### config.mk
export PLATFORM = sky130hd
export DESIGN_NAME = predictive_map_blend_unit_flat
export DESIGN_NICKNAME = d
export VERILOG_FILES = /design/src/sv/pmb_pkg.sv /design/src/sv/pmb_in_if.sv /design/src/sv/pmb_out_if.sv /design/src/sv/pmb_cfg_if.sv /design/src/sv/predictive_map_blend_unit.sv /design/src/sv/pmb_front.sv /design/src/sv/pmb_queue.sv /design/src/sv/pmb_back.sv /design/src/flat_wrapper.sv
export SDC_FILE = /design/constraint.sdc
export NUM_CORES = 1
export LEC_CHECK = 0
export BUFFER_PORTS_ARGS = -buffer_cell sky130_fd_sc_hd__buf_2
export CAP_MARGIN = 20
export CORE_ASPECT_RATIO = 1.75
export CORE_MARGIN = 1
export CORE_UTILIZATION = 48
export CTS_BUF_LIST = sky130_fd_sc_hd__clkbuf_8
export DETAILED_ROUTE_END_ITERATION = 8
export SKIP_LAST_GASP = 1
export SLEW_MARGIN = 15
export SYNTH_ARGS = -nofsm -noshare
export SYNTH_HDL_FRONTEND = slang
export SYNTH_HIERARCHICAL = 1
export SYNTH_SLANG_ARGS = --single-unit
### constraint.sdc
create_clock -name clk -period 15.45 [get_ports clk]
set_clock_uncertainty 0.15 [all_clocks]
set_input_delay 1.545 -clock clk [delete_from_list [all_inputs] [get_ports clk]]
set_output_delay 1.545 -clock clk [all_outputs]
set_load 0.1 [all_outputs]
### src/sv/pmb_pkg.sv
// Package: shared types and constants of the predictive pressure blend unit.
package pmb_pkg;

  localparam int QUEUE_DEPTH = 4;
  localparam int PTR_W       = $clog2(QUEUE_DEPTH);
  localparam int CNT_W       = $clog2(QUEUE_DEPTH + 1);
  localparam int DIV_STEPS   = 16;
  localparam int STEP_W      = $clog2(DIV_STEPS);

  // Item class decided at the front
  typedef enum logic [1:0] {
    OP_TICK,
    OP_PASS,
    OP_PRED
  } op_t;

  // Back-end sequencer states
  typedef enum logic [1:0] {
    BK_IDLE,
    BK_MUL,
    BK_DIV,
    BK_FIN
  } bk_state_t;

  // Classified item held in the queue; for OP_PASS, pressure is the value to give
  typedef struct packed {
    op_t         op;
    logic [15:0] pressure;
    logic [15:0] table_pressure;
    logic [15:0] blend_ticks;
    logic        accel_event;
    logic        above_threshold;
  } q_item_t;

  // Queue fill status
  typedef struct packed {
    logic not_empty;
    logic not_full;
  } q_stat_t;

endpackage

### src/sv/pmb_in_if.sv
// Interface: input item channel.
interface pmb_in_if;
  logic        valid;
  logic        ready;
  logic        kind;
  logic [15:0] sensor_pressure;
  logic        sensor_valid;
  logic [15:0] table_pressure;
  logic [15:0] blend_ticks;
  logic        accel_event;
  logic        above_threshold;

  modport source (
    output valid, kind, sensor_pressure, sensor_valid, table_pressure,
           blend_ticks, accel_event, above_threshold,
    input  ready
  );
  modport sink (
    input  valid, kind, sensor_pressure, sensor_valid, table_pressure,
           blend_ticks, accel_event, above_threshold,
    output ready
  );
endinterface

### src/sv/pmb_out_if.sv
// Interface: result item channel.
interface pmb_out_if;
  logic        valid;
  logic        ready;
  logic [15:0] effective_pressure;
  logic        predicting;
  logic        event_taken;
  logic        restart_accel_timer;
  logic [15:0] end_count;
  logic [15:0] start_count;

  modport source (
    output valid, effective_pressure, predicting, event_taken,
           restart_accel_timer, end_count, start_count,
    input  ready
  );
  modport sink (
    input  valid, effective_pressure, predicting, event_taken,
           restart_accel_timer, end_count, start_count,
    output ready
  );
endinterface

### src/sv/pmb_cfg_if.sv
// Interface: configuration write channel.
interface pmb_cfg_if;
  logic valid;
  logic ready;
  logic predictive_enable;

  modport source (output valid, predictive_enable, input ready);
  modport sink (input valid, predictive_enable, output ready);
endinterface

### src/sv/predictive_map_blend_unit.sv
// Predictive manifold pressure blend unit: top level.
//
// Channels: req carries input items (kind 0 is a timer tick, kind 1 an
// evaluate); rsp returns one result item per evaluate, none per tick; cfg
// writes the predictive_enable bit and is always ready. All use valid/ready,
// an item moving on a clock edge with both high.
// Accepted items enter a four-entry queue, so req stays ready while the
// queue has room, even while a result waits on rsp.
// Back-end steps: a tick, a plain evaluate, or an evaluate that starts a
// prediction or ends it on duration is handled in the cycle that takes it
// from the queue, and its result is registered. A predictive evaluate during
// an active blend holds the back end: the cycle that takes it from the
// queue, a multiply state, the steps of the one-bit-per-cycle divider that
// forms the blend factor, and a finishing state that registers its result.
// Sustained rate: one item per cycle for ticks and plain evaluates while rsp
// does not stall; while blending, the back end takes no new item until the
// blend finishes.
// Reset (rst, synchronous) clears the blend state, counters, queue and mode.
// When rsp stalls, the back end stops taking items from the queue; the front
// keeps accepting until the queue fills.
module predictive_map_blend_unit (
  input  logic      clk,
  input  logic      rst,
  pmb_in_if.sink    req,
  pmb_cfg_if.sink   cfg,
  pmb_out_if.source rsp
);
  import pmb_pkg::*;

  q_stat_t stat;
  q_item_t push_item;
  q_item_t head;
  logic    push;
  logic    pop;

  pmb_front u_front (
    .clk       (clk),
    .rst       (rst),
    .req       (req),
    .cfg       (cfg),
    .stat      (stat),
    .push      (push),
    .push_item (push_item)
  );

  pmb_queue u_queue (
    .clk       (clk),
    .rst       (rst),
    .push      (push),
    .push_item (push_item),
    .pop       (pop),
    .head      (head),
    .stat      (stat)
  );

  pmb_back u_back (
    .clk  (clk),
    .rst  (rst),
    .head (head),
    .stat (stat),
    .pop  (pop),
    .rsp  (rsp)
  );

endmodule

### src/sv/pmb_front.sv
// Front end: accepts items, holds the mode register and classifies each item.
module pmb_front (
  input  logic            clk,
  input  logic            rst,
  pmb_in_if.sink          req,
  pmb_cfg_if.sink         cfg,
  input  pmb_pkg::q_stat_t stat,
  output logic            push,
  output pmb_pkg::q_item_t push_item
);
  import pmb_pkg::*;

  logic predictive_enable;

  // Store the mode bit on each write
  always_ff @(posedge clk) begin
    if (rst) begin
      predictive_enable <= 1'b0;
    end else if (cfg.valid) begin
      predictive_enable <= cfg.predictive_enable;
    end
  end

  assign cfg.ready = 1'b1;
  assign req.ready = stat.not_full;
  assign push      = req.valid && stat.not_full;

  // Classify: tick, plain pass-through, or predictive evaluate
  always_comb begin
    push_item.table_pressure  = req.table_pressure;
    push_item.blend_ticks     = req.blend_ticks;
    push_item.accel_event     = req.accel_event;
    push_item.above_threshold = req.above_threshold;
    push_item.pressure        = req.sensor_pressure;
    if (!req.kind) begin
      push_item.op = OP_TICK;
    end else if (!req.sensor_valid) begin
      push_item.op       = OP_PASS;
      push_item.pressure = req.table_pressure;
    end else if (!predictive_enable) begin
      push_item.op = OP_PASS;
    end else begin
      push_item.op = OP_PRED;
    end
  end

endmodule

### src/sv/pmb_queue.sv
// Queue: short FIFO of classified items between front and back.
module pmb_queue (
  input  logic             clk,
  input  logic             rst,
  input  logic             push,
  input  pmb_pkg::q_item_t push_item,
  input  logic             pop,
  output pmb_pkg::q_item_t head,
  output pmb_pkg::q_stat_t stat
);
  import pmb_pkg::*;

  q_item_t            entries [QUEUE_DEPTH];
  logic [PTR_W-1:0]   wr_ptr;
  logic [PTR_W-1:0]   rd_ptr;
  logic [CNT_W-1:0]   count;
  logic               do_push;
  logic               do_pop;

  assign stat.not_empty = (count != '0);
  assign stat.not_full  = (count != CNT_W'(QUEUE_DEPTH));
  assign do_push        = push && stat.not_full;
  assign do_pop         = pop && stat.not_empty;
  assign head           = entries[rd_ptr];

  // Write the entry
  always_ff @(posedge clk) begin
    if (do_push) begin
      entries[wr_ptr] <= push_item;
    end
  end

  // Advance pointers and fill count
  always_ff @(posedge clk) begin
    if (rst) begin
      wr_ptr <= '0;
      rd_ptr <= '0;
      count  <= '0;
    end else begin
      if (do_push) begin
        wr_ptr <= wr_ptr + 1'b1;
      end
      if (do_pop) begin
        rd_ptr <= rd_ptr + 1'b1;
      end
      case ({do_push, do_pop})
        2'b10:   count <= count + 1'b1;
        2'b01:   count <= count - 1'b1;
        default: count <= count;
      endcase
    end
  end

`ifndef NO_ASSERTIONS
  a_count_bound: assert property (@(posedge clk) disable iff (rst)
    count <= CNT_W'(QUEUE_DEPTH))
    else $error("queue count beyond depth");
  a_ptr_gap: assert property (@(posedge clk) disable iff (rst)
    (count != CNT_W'(QUEUE_DEPTH) && count != '0) |-> (wr_ptr != rd_ptr))
    else $error("queue pointers disagree with count");
  a_pop_empty: assert property (@(posedge clk) disable iff (rst)
    pop |-> stat.not_empty)
    else $error("pop from empty queue");
`endif

endmodule

### src/sv/pmb_back.sv
// Back end: blend state, multiply and shift-subtract divide, result register.
module pmb_back (
  input  logic             clk,
  input  logic             rst,
  input  pmb_pkg::q_item_t head,
  input  pmb_pkg::q_stat_t stat,
  output logic             pop,
  pmb_out_if.source        rsp
);
  import pmb_pkg::*;

  bk_state_t         state, state_next;
  logic              active, active_next;
  logic              await_rel, await_rel_next;
  logic [15:0]       base, base_next;
  logic [15:0]       elapsed, elapsed_next;
  logic [15:0]       ended_total, ended_total_next;
  logic [15:0]       started_total, started_total_next;
  logic [15:0]       w_sensor, w_sensor_next;
  logic [15:0]       w_blend, w_blend_next;
  logic              neg, neg_next;
  logic [15:0]       rem, rem_next;
  logic [15:0]       quot, quot_next;
  logic [STEP_W-1:0] step, step_next;
  logic              out_valid, out_valid_next;
  logic [15:0]       o_eff, o_eff_next;
  logic              o_pred, o_pred_next;
  logic              o_taken, o_taken_next;
  logic              o_restart, o_restart_next;
  logic [15:0]       o_end, o_end_next;
  logic [15:0]       o_start, o_start_next;

  logic              out_free;
  logic              act1;
  logic              await1;
  logic [15:0]       mag;
  logic [31:0]       prod;
  logic [16:0]       trial;
  logic [17:0]       q_signed;
  logic [17:0]       value;

  assign out_free = !out_valid || rsp.ready;
  assign pop      = (state == BK_IDLE) && stat.not_empty && out_free;

  // Sequencer and state update
  always_comb begin
    state_next         = state;
    active_next        = active;
    await_rel_next     = await_rel;
    base_next          = base;
    elapsed_next       = elapsed;
    ended_total_next   = ended_total;
    started_total_next = started_total;
    w_sensor_next      = w_sensor;
    w_blend_next       = w_blend;
    neg_next           = neg;
    rem_next           = rem;
    quot_next          = quot;
    step_next          = step;
    out_valid_next     = out_valid && !rsp.ready;
    o_eff_next         = o_eff;
    o_pred_next        = o_pred;
    o_taken_next       = o_taken;
    o_restart_next     = o_restart;
    o_end_next         = o_end;
    o_start_next       = o_start;
    act1               = 1'b0;
    await1             = 1'b0;
    mag                = '0;
    prod               = '0;
    trial              = '0;
    q_signed           = '0;
    value              = '0;

    case (state)
      BK_IDLE: begin
        if (pop) begin
          case (head.op)
            OP_TICK: begin
              if (elapsed != 16'hFFFF) begin
                elapsed_next = elapsed + 16'd1;
              end
            end
            OP_PASS: begin
              out_valid_next = 1'b1;
              o_eff_next     = head.pressure;
              o_pred_next    = active;
              o_taken_next   = 1'b0;
              o_restart_next = 1'b0;
              o_end_next     = ended_total;
              o_start_next   = started_total;
            end
            OP_PRED: begin
              // End the blend once its duration has run out
              act1 = active && (elapsed < head.blend_ticks);
              if (active && !act1) begin
                ended_total_next = ended_total + 16'd1;
              end
              await1         = await_rel && head.above_threshold;
              active_next    = act1;
              await_rel_next = await1;
              o_eff_next     = head.pressure;
              o_taken_next   = 1'b0;
              o_restart_next = 1'b0;
              if (act1) begin
                // Adopt a higher prediction and restart the blend
                if (head.table_pressure > base) begin
                  base_next    = head.table_pressure;
                  elapsed_next = '0;
                end
                w_sensor_next = head.pressure;
                w_blend_next  = head.blend_ticks;
                state_next    = BK_MUL;
              end else begin
                if (!await1 && head.accel_event) begin
                  o_taken_next = 1'b1;
                  if (head.table_pressure > head.pressure) begin
                    active_next        = 1'b1;
                    o_restart_next     = 1'b1;
                    elapsed_next       = '0;
                    base_next          = head.table_pressure;
                    started_total_next = started_total + 16'd1;
                    await_rel_next     = 1'b1;
                    o_eff_next         = head.table_pressure;
                  end
                end
                out_valid_next = 1'b1;
                o_pred_next    = active_next;
                o_end_next     = ended_total_next;
                o_start_next   = started_total_next;
              end
            end
            default: begin
              state_next = BK_IDLE;
            end
          endcase
        end
      end
      BK_MUL: begin
        // Magnitude of the gap times the elapsed ticks
        neg_next  = w_sensor < base;
        mag       = (w_sensor < base) ? (base - w_sensor) : (w_sensor - base);
        prod      = mag * elapsed;
        rem_next  = prod[31:16];
        quot_next = prod[15:0];
        step_next = '0;
        state_next = BK_DIV;
      end
      BK_DIV: begin
        // One quotient bit per cycle
        trial = {rem, quot[15]};
        if (trial >= {1'b0, w_blend}) begin
          rem_next  = 16'(trial - {1'b0, w_blend});
          quot_next = {quot[14:0], 1'b1};
        end else begin
          rem_next  = trial[15:0];
          quot_next = {quot[14:0], 1'b0};
        end
        step_next = step + 1'b1;
        if (step == STEP_W'(DIV_STEPS - 1)) begin
          state_next = BK_FIN;
        end
      end
      BK_FIN: begin
        // Apply the signed step and stop once the sensor catches up
        q_signed = neg ? (18'd0 - {2'b00, quot}) : {2'b00, quot};
        value    = {2'b00, base} + q_signed;
        if ($signed({2'b00, w_sensor}) >= $signed(value)) begin
          active_next = 1'b0;
          o_eff_next  = w_sensor;
        end else begin
          o_eff_next  = value[15:0];
        end
        out_valid_next = 1'b1;
        o_pred_next    = active_next;
        o_taken_next   = 1'b1;
        o_restart_next = 1'b0;
        o_end_next     = ended_total;
        o_start_next   = started_total;
        state_next     = BK_IDLE;
      end
      default: begin
        state_next = BK_IDLE;
      end
    endcase
  end

  // Hold control state
  always_ff @(posedge clk) begin
    if (rst) begin
      state         <= BK_IDLE;
      active        <= 1'b0;
      await_rel     <= 1'b0;
      base          <= '0;
      elapsed       <= '0;
      ended_total   <= '0;
      started_total <= '0;
      out_valid     <= 1'b0;
      step          <= '0;
    end else begin
      state         <= state_next;
      active        <= active_next;
      await_rel     <= await_rel_next;
      base          <= base_next;
      elapsed       <= elapsed_next;
      ended_total   <= ended_total_next;
      started_total <= started_total_next;
      out_valid     <= out_valid_next;
      step          <= step_next;
    end
  end

  // Hold working and result payload
  always_ff @(posedge clk) begin
    w_sensor  <= w_sensor_next;
    w_blend   <= w_blend_next;
    neg       <= neg_next;
    rem       <= rem_next;
    quot      <= quot_next;
    o_eff     <= o_eff_next;
    o_pred    <= o_pred_next;
    o_taken   <= o_taken_next;
    o_restart <= o_restart_next;
    o_end     <= o_end_next;
    o_start   <= o_start_next;
  end

  assign rsp.valid               = out_valid;
  assign rsp.effective_pressure  = o_eff;
  assign rsp.predicting          = o_pred;
  assign rsp.event_taken         = o_taken;
  assign rsp.restart_accel_timer = o_restart;
  assign rsp.end_count           = o_end;
  assign rsp.start_count         = o_start;

`ifndef NO_ASSERTIONS
  a_fin_slot_free: assert property (@(posedge clk) disable iff (rst)
    (state == BK_FIN) |-> !out_valid)
    else $error("result register busy when blend finishes");
  a_busy_active: assert property (@(posedge clk) disable iff (rst)
    (state != BK_IDLE) |-> active)
    else $error("blend running without an active prediction");
  a_rem_bound: assert property (@(posedge clk) disable iff (rst)
    (state == BK_DIV) |-> (rem < w_blend))
    else $error("divider remainder out of range");
  a_mul_to_div: assert property (@(posedge clk) disable iff (rst)
    (state == BK_MUL) |=> (state == BK_DIV && step == '0))
    else $error("divider did not start cleanly");
`endif

endmodule
### src/flat_wrapper.sv
// flat-port wrapper written by rule: the top's interface ports become plain ports
module predictive_map_blend_unit_flat import pmb_pkg::*;
  (clk, rst, req_valid, req_kind, req_sensor_pressure, req_sensor_valid, req_table_pressure, req_blend_ticks, req_accel_event, req_above_threshold, req_ready, cfg_valid, cfg_predictive_enable, cfg_ready, rsp_valid, rsp_effective_pressure, rsp_predicting, rsp_event_taken, rsp_restart_accel_timer, rsp_end_count, rsp_start_count, rsp_ready);
  pmb_in_if req_i ();
  pmb_cfg_if cfg_i ();
  pmb_out_if rsp_i ();
  input  logic clk;
  input  logic rst;
  input wire logic [$bits(req_i.valid)-1:0] req_valid;
  input wire logic [$bits(req_i.kind)-1:0] req_kind;
  input wire logic [$bits(req_i.sensor_pressure)-1:0] req_sensor_pressure;
  input wire logic [$bits(req_i.sensor_valid)-1:0] req_sensor_valid;
  input wire logic [$bits(req_i.table_pressure)-1:0] req_table_pressure;
  input wire logic [$bits(req_i.blend_ticks)-1:0] req_blend_ticks;
  input wire logic [$bits(req_i.accel_event)-1:0] req_accel_event;
  input wire logic [$bits(req_i.above_threshold)-1:0] req_above_threshold;
  output wire logic [$bits(req_i.ready)-1:0] req_ready;
  input wire logic [$bits(cfg_i.valid)-1:0] cfg_valid;
  input wire logic [$bits(cfg_i.predictive_enable)-1:0] cfg_predictive_enable;
  output wire logic [$bits(cfg_i.ready)-1:0] cfg_ready;
  output wire logic [$bits(rsp_i.valid)-1:0] rsp_valid;
  output wire logic [$bits(rsp_i.effective_pressure)-1:0] rsp_effective_pressure;
  output wire logic [$bits(rsp_i.predicting)-1:0] rsp_predicting;
  output wire logic [$bits(rsp_i.event_taken)-1:0] rsp_event_taken;
  output wire logic [$bits(rsp_i.restart_accel_timer)-1:0] rsp_restart_accel_timer;
  output wire logic [$bits(rsp_i.end_count)-1:0] rsp_end_count;
  output wire logic [$bits(rsp_i.start_count)-1:0] rsp_start_count;
  input wire logic [$bits(rsp_i.ready)-1:0] rsp_ready;
  assign req_i.valid = req_valid;
  assign req_i.kind = req_kind;
  assign req_i.sensor_pressure = req_sensor_pressure;
  assign req_i.sensor_valid = req_sensor_valid;
  assign req_i.table_pressure = req_table_pressure;
  assign req_i.blend_ticks = req_blend_ticks;
  assign req_i.accel_event = req_accel_event;
  assign req_i.above_threshold = req_above_threshold;
  assign req_ready = req_i.ready;
  assign cfg_i.valid = cfg_valid;
  assign cfg_i.predictive_enable = cfg_predictive_enable;
  assign cfg_ready = cfg_i.ready;
  assign rsp_valid = rsp_i.valid;
  assign rsp_effective_pressure = rsp_i.effective_pressure;
  assign rsp_predicting = rsp_i.predicting;
  assign rsp_event_taken = rsp_i.event_taken;
  assign rsp_restart_accel_timer = rsp_i.restart_accel_timer;
  assign rsp_end_count = rsp_i.end_count;
  assign rsp_start_count = rsp_i.start_count;
  assign rsp_i.ready = rsp_ready;
  predictive_map_blend_unit u_core (.clk(clk), .rst(rst), .req(req_i), .cfg(cfg_i), .rsp(rsp_i));
endmodule
==> out/metrics.csv <==
stage,metric,value,unit
global_route,grt_pass1_vias,24050,
timing,worst_slew_pin_slew,1201,ps
floorplan,die-area,66470,um^2
floorplan,coreArea,64480,um^2
hold_path,hold_path_class,flop to flop,
final_layout,area_growth_syn_to_layout,7.002,%
timing,period_needed,9607,ps
synth,synth_fp_nets,3476,
power_and_ir_drop,switchingPower,2.043,mW
critical_path,cpMaxStageDelayCell,or4_1,
route,drt_iter0_markers,1296,
place,place_congestion,1.017,
clock_network,clk_latency,670,ps
clock_network,clkTransAtPathRegs,70,ps
final_layout,nFillCells,5845,
job,drv_cap,0,
critical_path,cpPeakStageDelay,890,ps
synth,yosys_most_used_dff,edfxtp_1,
place,portBuffers,110,
synth,synth-seq-area-share,0.3628,
route,wl_per_cell,23.50,um
final_layout,drive_gt1_frac,0.1220,
final_layout,final_common_cell,inv_1,
final_layout,fin_area,33590,um^2
clock_network,clockBufferDepth,3,
final_layout,instances_no_fill,3880,
synth,ys_seq_elements,407,
power_and_ir_drop,power_density,132.2,nW/um^2
final_layout,fin_util,0.5210,
timing,finalHoldViolations,0,
global_route,grt_usage,0.2796,
power_and_ir_drop,pwr-share-seq,0.354,
clock_network,cts_resized,0,
route,viasPerCell,5.900,
power_and_ir_drop,switching_share,0.4599,
floorplan,start_util,0.4869,
hold_path,min_from,u_core/u_back/ended_total[15]$_SDFFE_PP0P_,
clock_network,ctsHoldBuffers,0,
timing,fmaxAchievable,104.1,MHz
final_layout,nets,3519,
synth,yosysWarningCount,6,
global_route,grt.overflow.total,0,
floorplan,ioPinCount,112,
power_and_ir_drop,p_leak,14.00,nW
timing,finalSetupTns,0,ps
critical_path,critPathKind,flop to flop,
global_route,grt_max_degree,66,
power_and_ir_drop,power.total,4.442,mW
clock_network,cts_tree,done,
critical_path,worstPathRequired,15680,ps
timing,slew_headroom,0.1991,
final_layout,final_cell_mix,"inv_1, edfxtp_1, nand2_1, ha_1, fa_1",
critical_path,cp-start-kind,flop,
final_layout,multi_input_area,17790,um^2
synth,netlist_instances,2972,
clock_network,tritoncts.num_buffers,60,
critical_path,worst_setup_path_end_kind,flop,
global_route,grt_pass1_wl,141000,um
place,post-dp-hpwl,68840,um
place,placed_area,32410,um^2
power_and_ir_drop,irDropWorstVdd,0.2045,mV
route,vias,22890,
timing,setup_viol,0,
place,place_inst,3763,
clock_network,htreeDepth,2,
final_layout,seq_area,11400,um^2
clock_network,cts.sinks,407,
synth,synth.cell_area,31400,um^2
route,antenna_left,0,
critical_path,worst-path-max-fanout,16,
floorplan,die_x,195.3,um
synth,synth_edf_count,324,
clock_network,cts-root-buf,clkbuf_8,
route,drt_wl_total,91190,um
critical_path,critPathArrivalTime,9840,ps
synth,async_flop_share,0,
timing,finalCritPeriodShare,0.6218,
power_and_ir_drop,p_clk_frac,0.193,
route,drt_drc_violations_left,0,
synth,syn_area_per_cell,10.56,um^2
floorplan,die_h,340.3,um
synth,synth.distinct_cells,93,
critical_path,r2r-start,u_core/u_back/w_sensor[0]$_DFFE_PP_,
power_and_ir_drop,pwr-share-comb,0.453,
outcome,status,"complete, no violations",
timing,worst_hold_slack,358.4,ps
route,drt_first_pass_iters,7,
floorplan,rows,123,
timing,rsz0062_at_grt,no,
power_and_ir_drop,p_int,2.399,mW
timing,slew_viol_final,0,
critical_path,crit_path_frequent_cell,fa_1,
timing,setup_ws,5843,ps
place,pre_cts_slack,5932,ps
global_route,antenna_found_initial,2,
critical_path,critical_path.startpoint,u_core/u_back/w_sensor[0]$_DFFE_PP_,
clock_network,cts_setup_buffers,0,
==> synthesized netlist by cell type (7+ instances only) <==
library cell / instances / area, um^2
a211oi_1: 46 / 345.3
a21o_1: 34 / 255.2
a21oi_1: 133 / 665.6
a221oi_1: 9 / 78.83
a31oi_1: 11 / 68.82
and2_1: 122 / 763.2
and3_1: 31 / 193.9
and4_1: 9 / 78.83
buf_1: 7 / 26.28
buf_2: 15 / 75.07
buf_4: 37 / 277.8
clkbuf_1: 105 / 394.1
dfxtp_1: 83 / 1662
edfxtp_1: 324 / 9729
fa_1: 199 / 3984
ha_1: 247 / 3090
inv_1: 349 / 1310
mux2_2: 19 / 214.0
mux2_4: 12 / 180.2
mux2i_1: 24 / 240.2
mux4_2: 50 / 1126
nand2_1: 253 / 949.7
nand2b_1: 27 / 168.9
nand3_1: 98 / 490.5
nand4_1: 22 / 137.6
nor2_1: 112 / 420.4
nor2b_1: 41 / 256.5
nor3_1: 40 / 200.2
nor3b_1: 7 / 52.55
o211ai_1: 35 / 262.8
o21a_1: 17 / 127.6
o21ai_0: 108 / 540.5
o21bai_1: 12 / 90.09
o31ai_1: 28 / 210.2
or2_2: 7 / 43.79
or3_1: 18 / 112.6
or4_1: 32 / 240.2
xnor2_1: 81 / 709.4
xor2_1: 43 / 376.6
==> power by group through the flow <==
stage / sequential, mW / combinational (mW) / clock, mW
4_1_cts: 1.58 / 2.01 / 0.888
3_5_place_dp: 1.60 / 2.00 / 0
3_3_place_gp: 1.59 / 1.98 / 0
6_report: 1.57 / 2.01 / 0.859
5_1_grt: 1.59 / 2.13 / 0.930
2_1_floorplan: 2.03 / 0.984 / 0
==> worst paths after layout <==
check / to / slack, ps / cells past startpoint
setup / recovery: u_core/u_back/rem[12]$_DFFE_PP_ / 5840 / 32
hold / removal: u_core/u_back/ended_total[15]$_SDFFE_PP0P_ / 360 / 2
setup reg to reg: u_core/u_back/rem[12]$_DFFE_PP_ / 5840 / 32
hold reg to reg: u_core/u_back/ended_total[15]$_SDFFE_PP0P_ / 360 / 2
==> critical path, delay by kind of cell (launching register included) <==
family / cells / cell delay, ps
fa+ha+maj: 9 / 3910
compound gates: 8 / 2020
simple gates: 6 / 1840
buf+inv: 7 / 540
flops: 1 / 400
mux: 1 / 320
xor+xnor: 1 / 140
==> logic make-up after synthesis <==
logic type	Yosys count	share of synthesized area
flops	407	0.3628
buf+inv	528	0.07261
fa+ha+maj	446	0.2253
xor+xnor	124	0.03459
mux	107	0.05775
other cells	1	0.0001194
simple gates	842	0.1374
compound gates	517	0.1094
==> metal layers <==
metal  global-route usage  vias up  share of wire
met4               0.1819        0          0.072
li1                     -    10490              -
met3              0.03042      264          0.044
met1               0.3032    11400           0.36
met2               0.5127      732           0.53
met5                    0        -              0
==> flip-flops by register name, indices dropped and copies added, names as in the netlist, 2 cells and up, named ones only <==
| name | flops |
|---|---|
| u_core/u_back/quot | 16 |
| u_core/u_queue/rd_ptr | 2 |
| u_core/u_back/step | 4 |
| u_core/u_queue/wr_ptr | 2 |
| u_core/u_back/w_sensor | 16 |
| u_core/u_back/state | 2 |
| u_core/u_back/w_blend | 16 |
| u_core/u_queue/entries | 208 |
| u_core/u_back/ended_total | 16 |
| u_core/u_back/base | 16 |
| u_core/u_back/elapsed | 16 |
| u_core/u_back/rem | 16 |
| u_core/u_back/rsp.end_count | 16 |
| u_core/u_back/started_total | 16 |
| u_core/u_queue/count | 3 |
| u_core/u_back/rsp.effective_pressure | 16 |
| u_core/u_back/rsp.start_count | 16 |
==> final cells by class <==
class                           instances  area share
Antenna cell                            2   0.0001490
Sequential cell                       407      0.3392
Clock buffer                           62     0.02540
Timing Repair Buffer                  158     0.02708
Clock inverter                         51    0.009125
Multi-Input combinational cell       2037      0.5295
Tap cell                              812     0.03024
Inverter                              351     0.03929
Note: power is estimated with default switching activity, not from simulation.
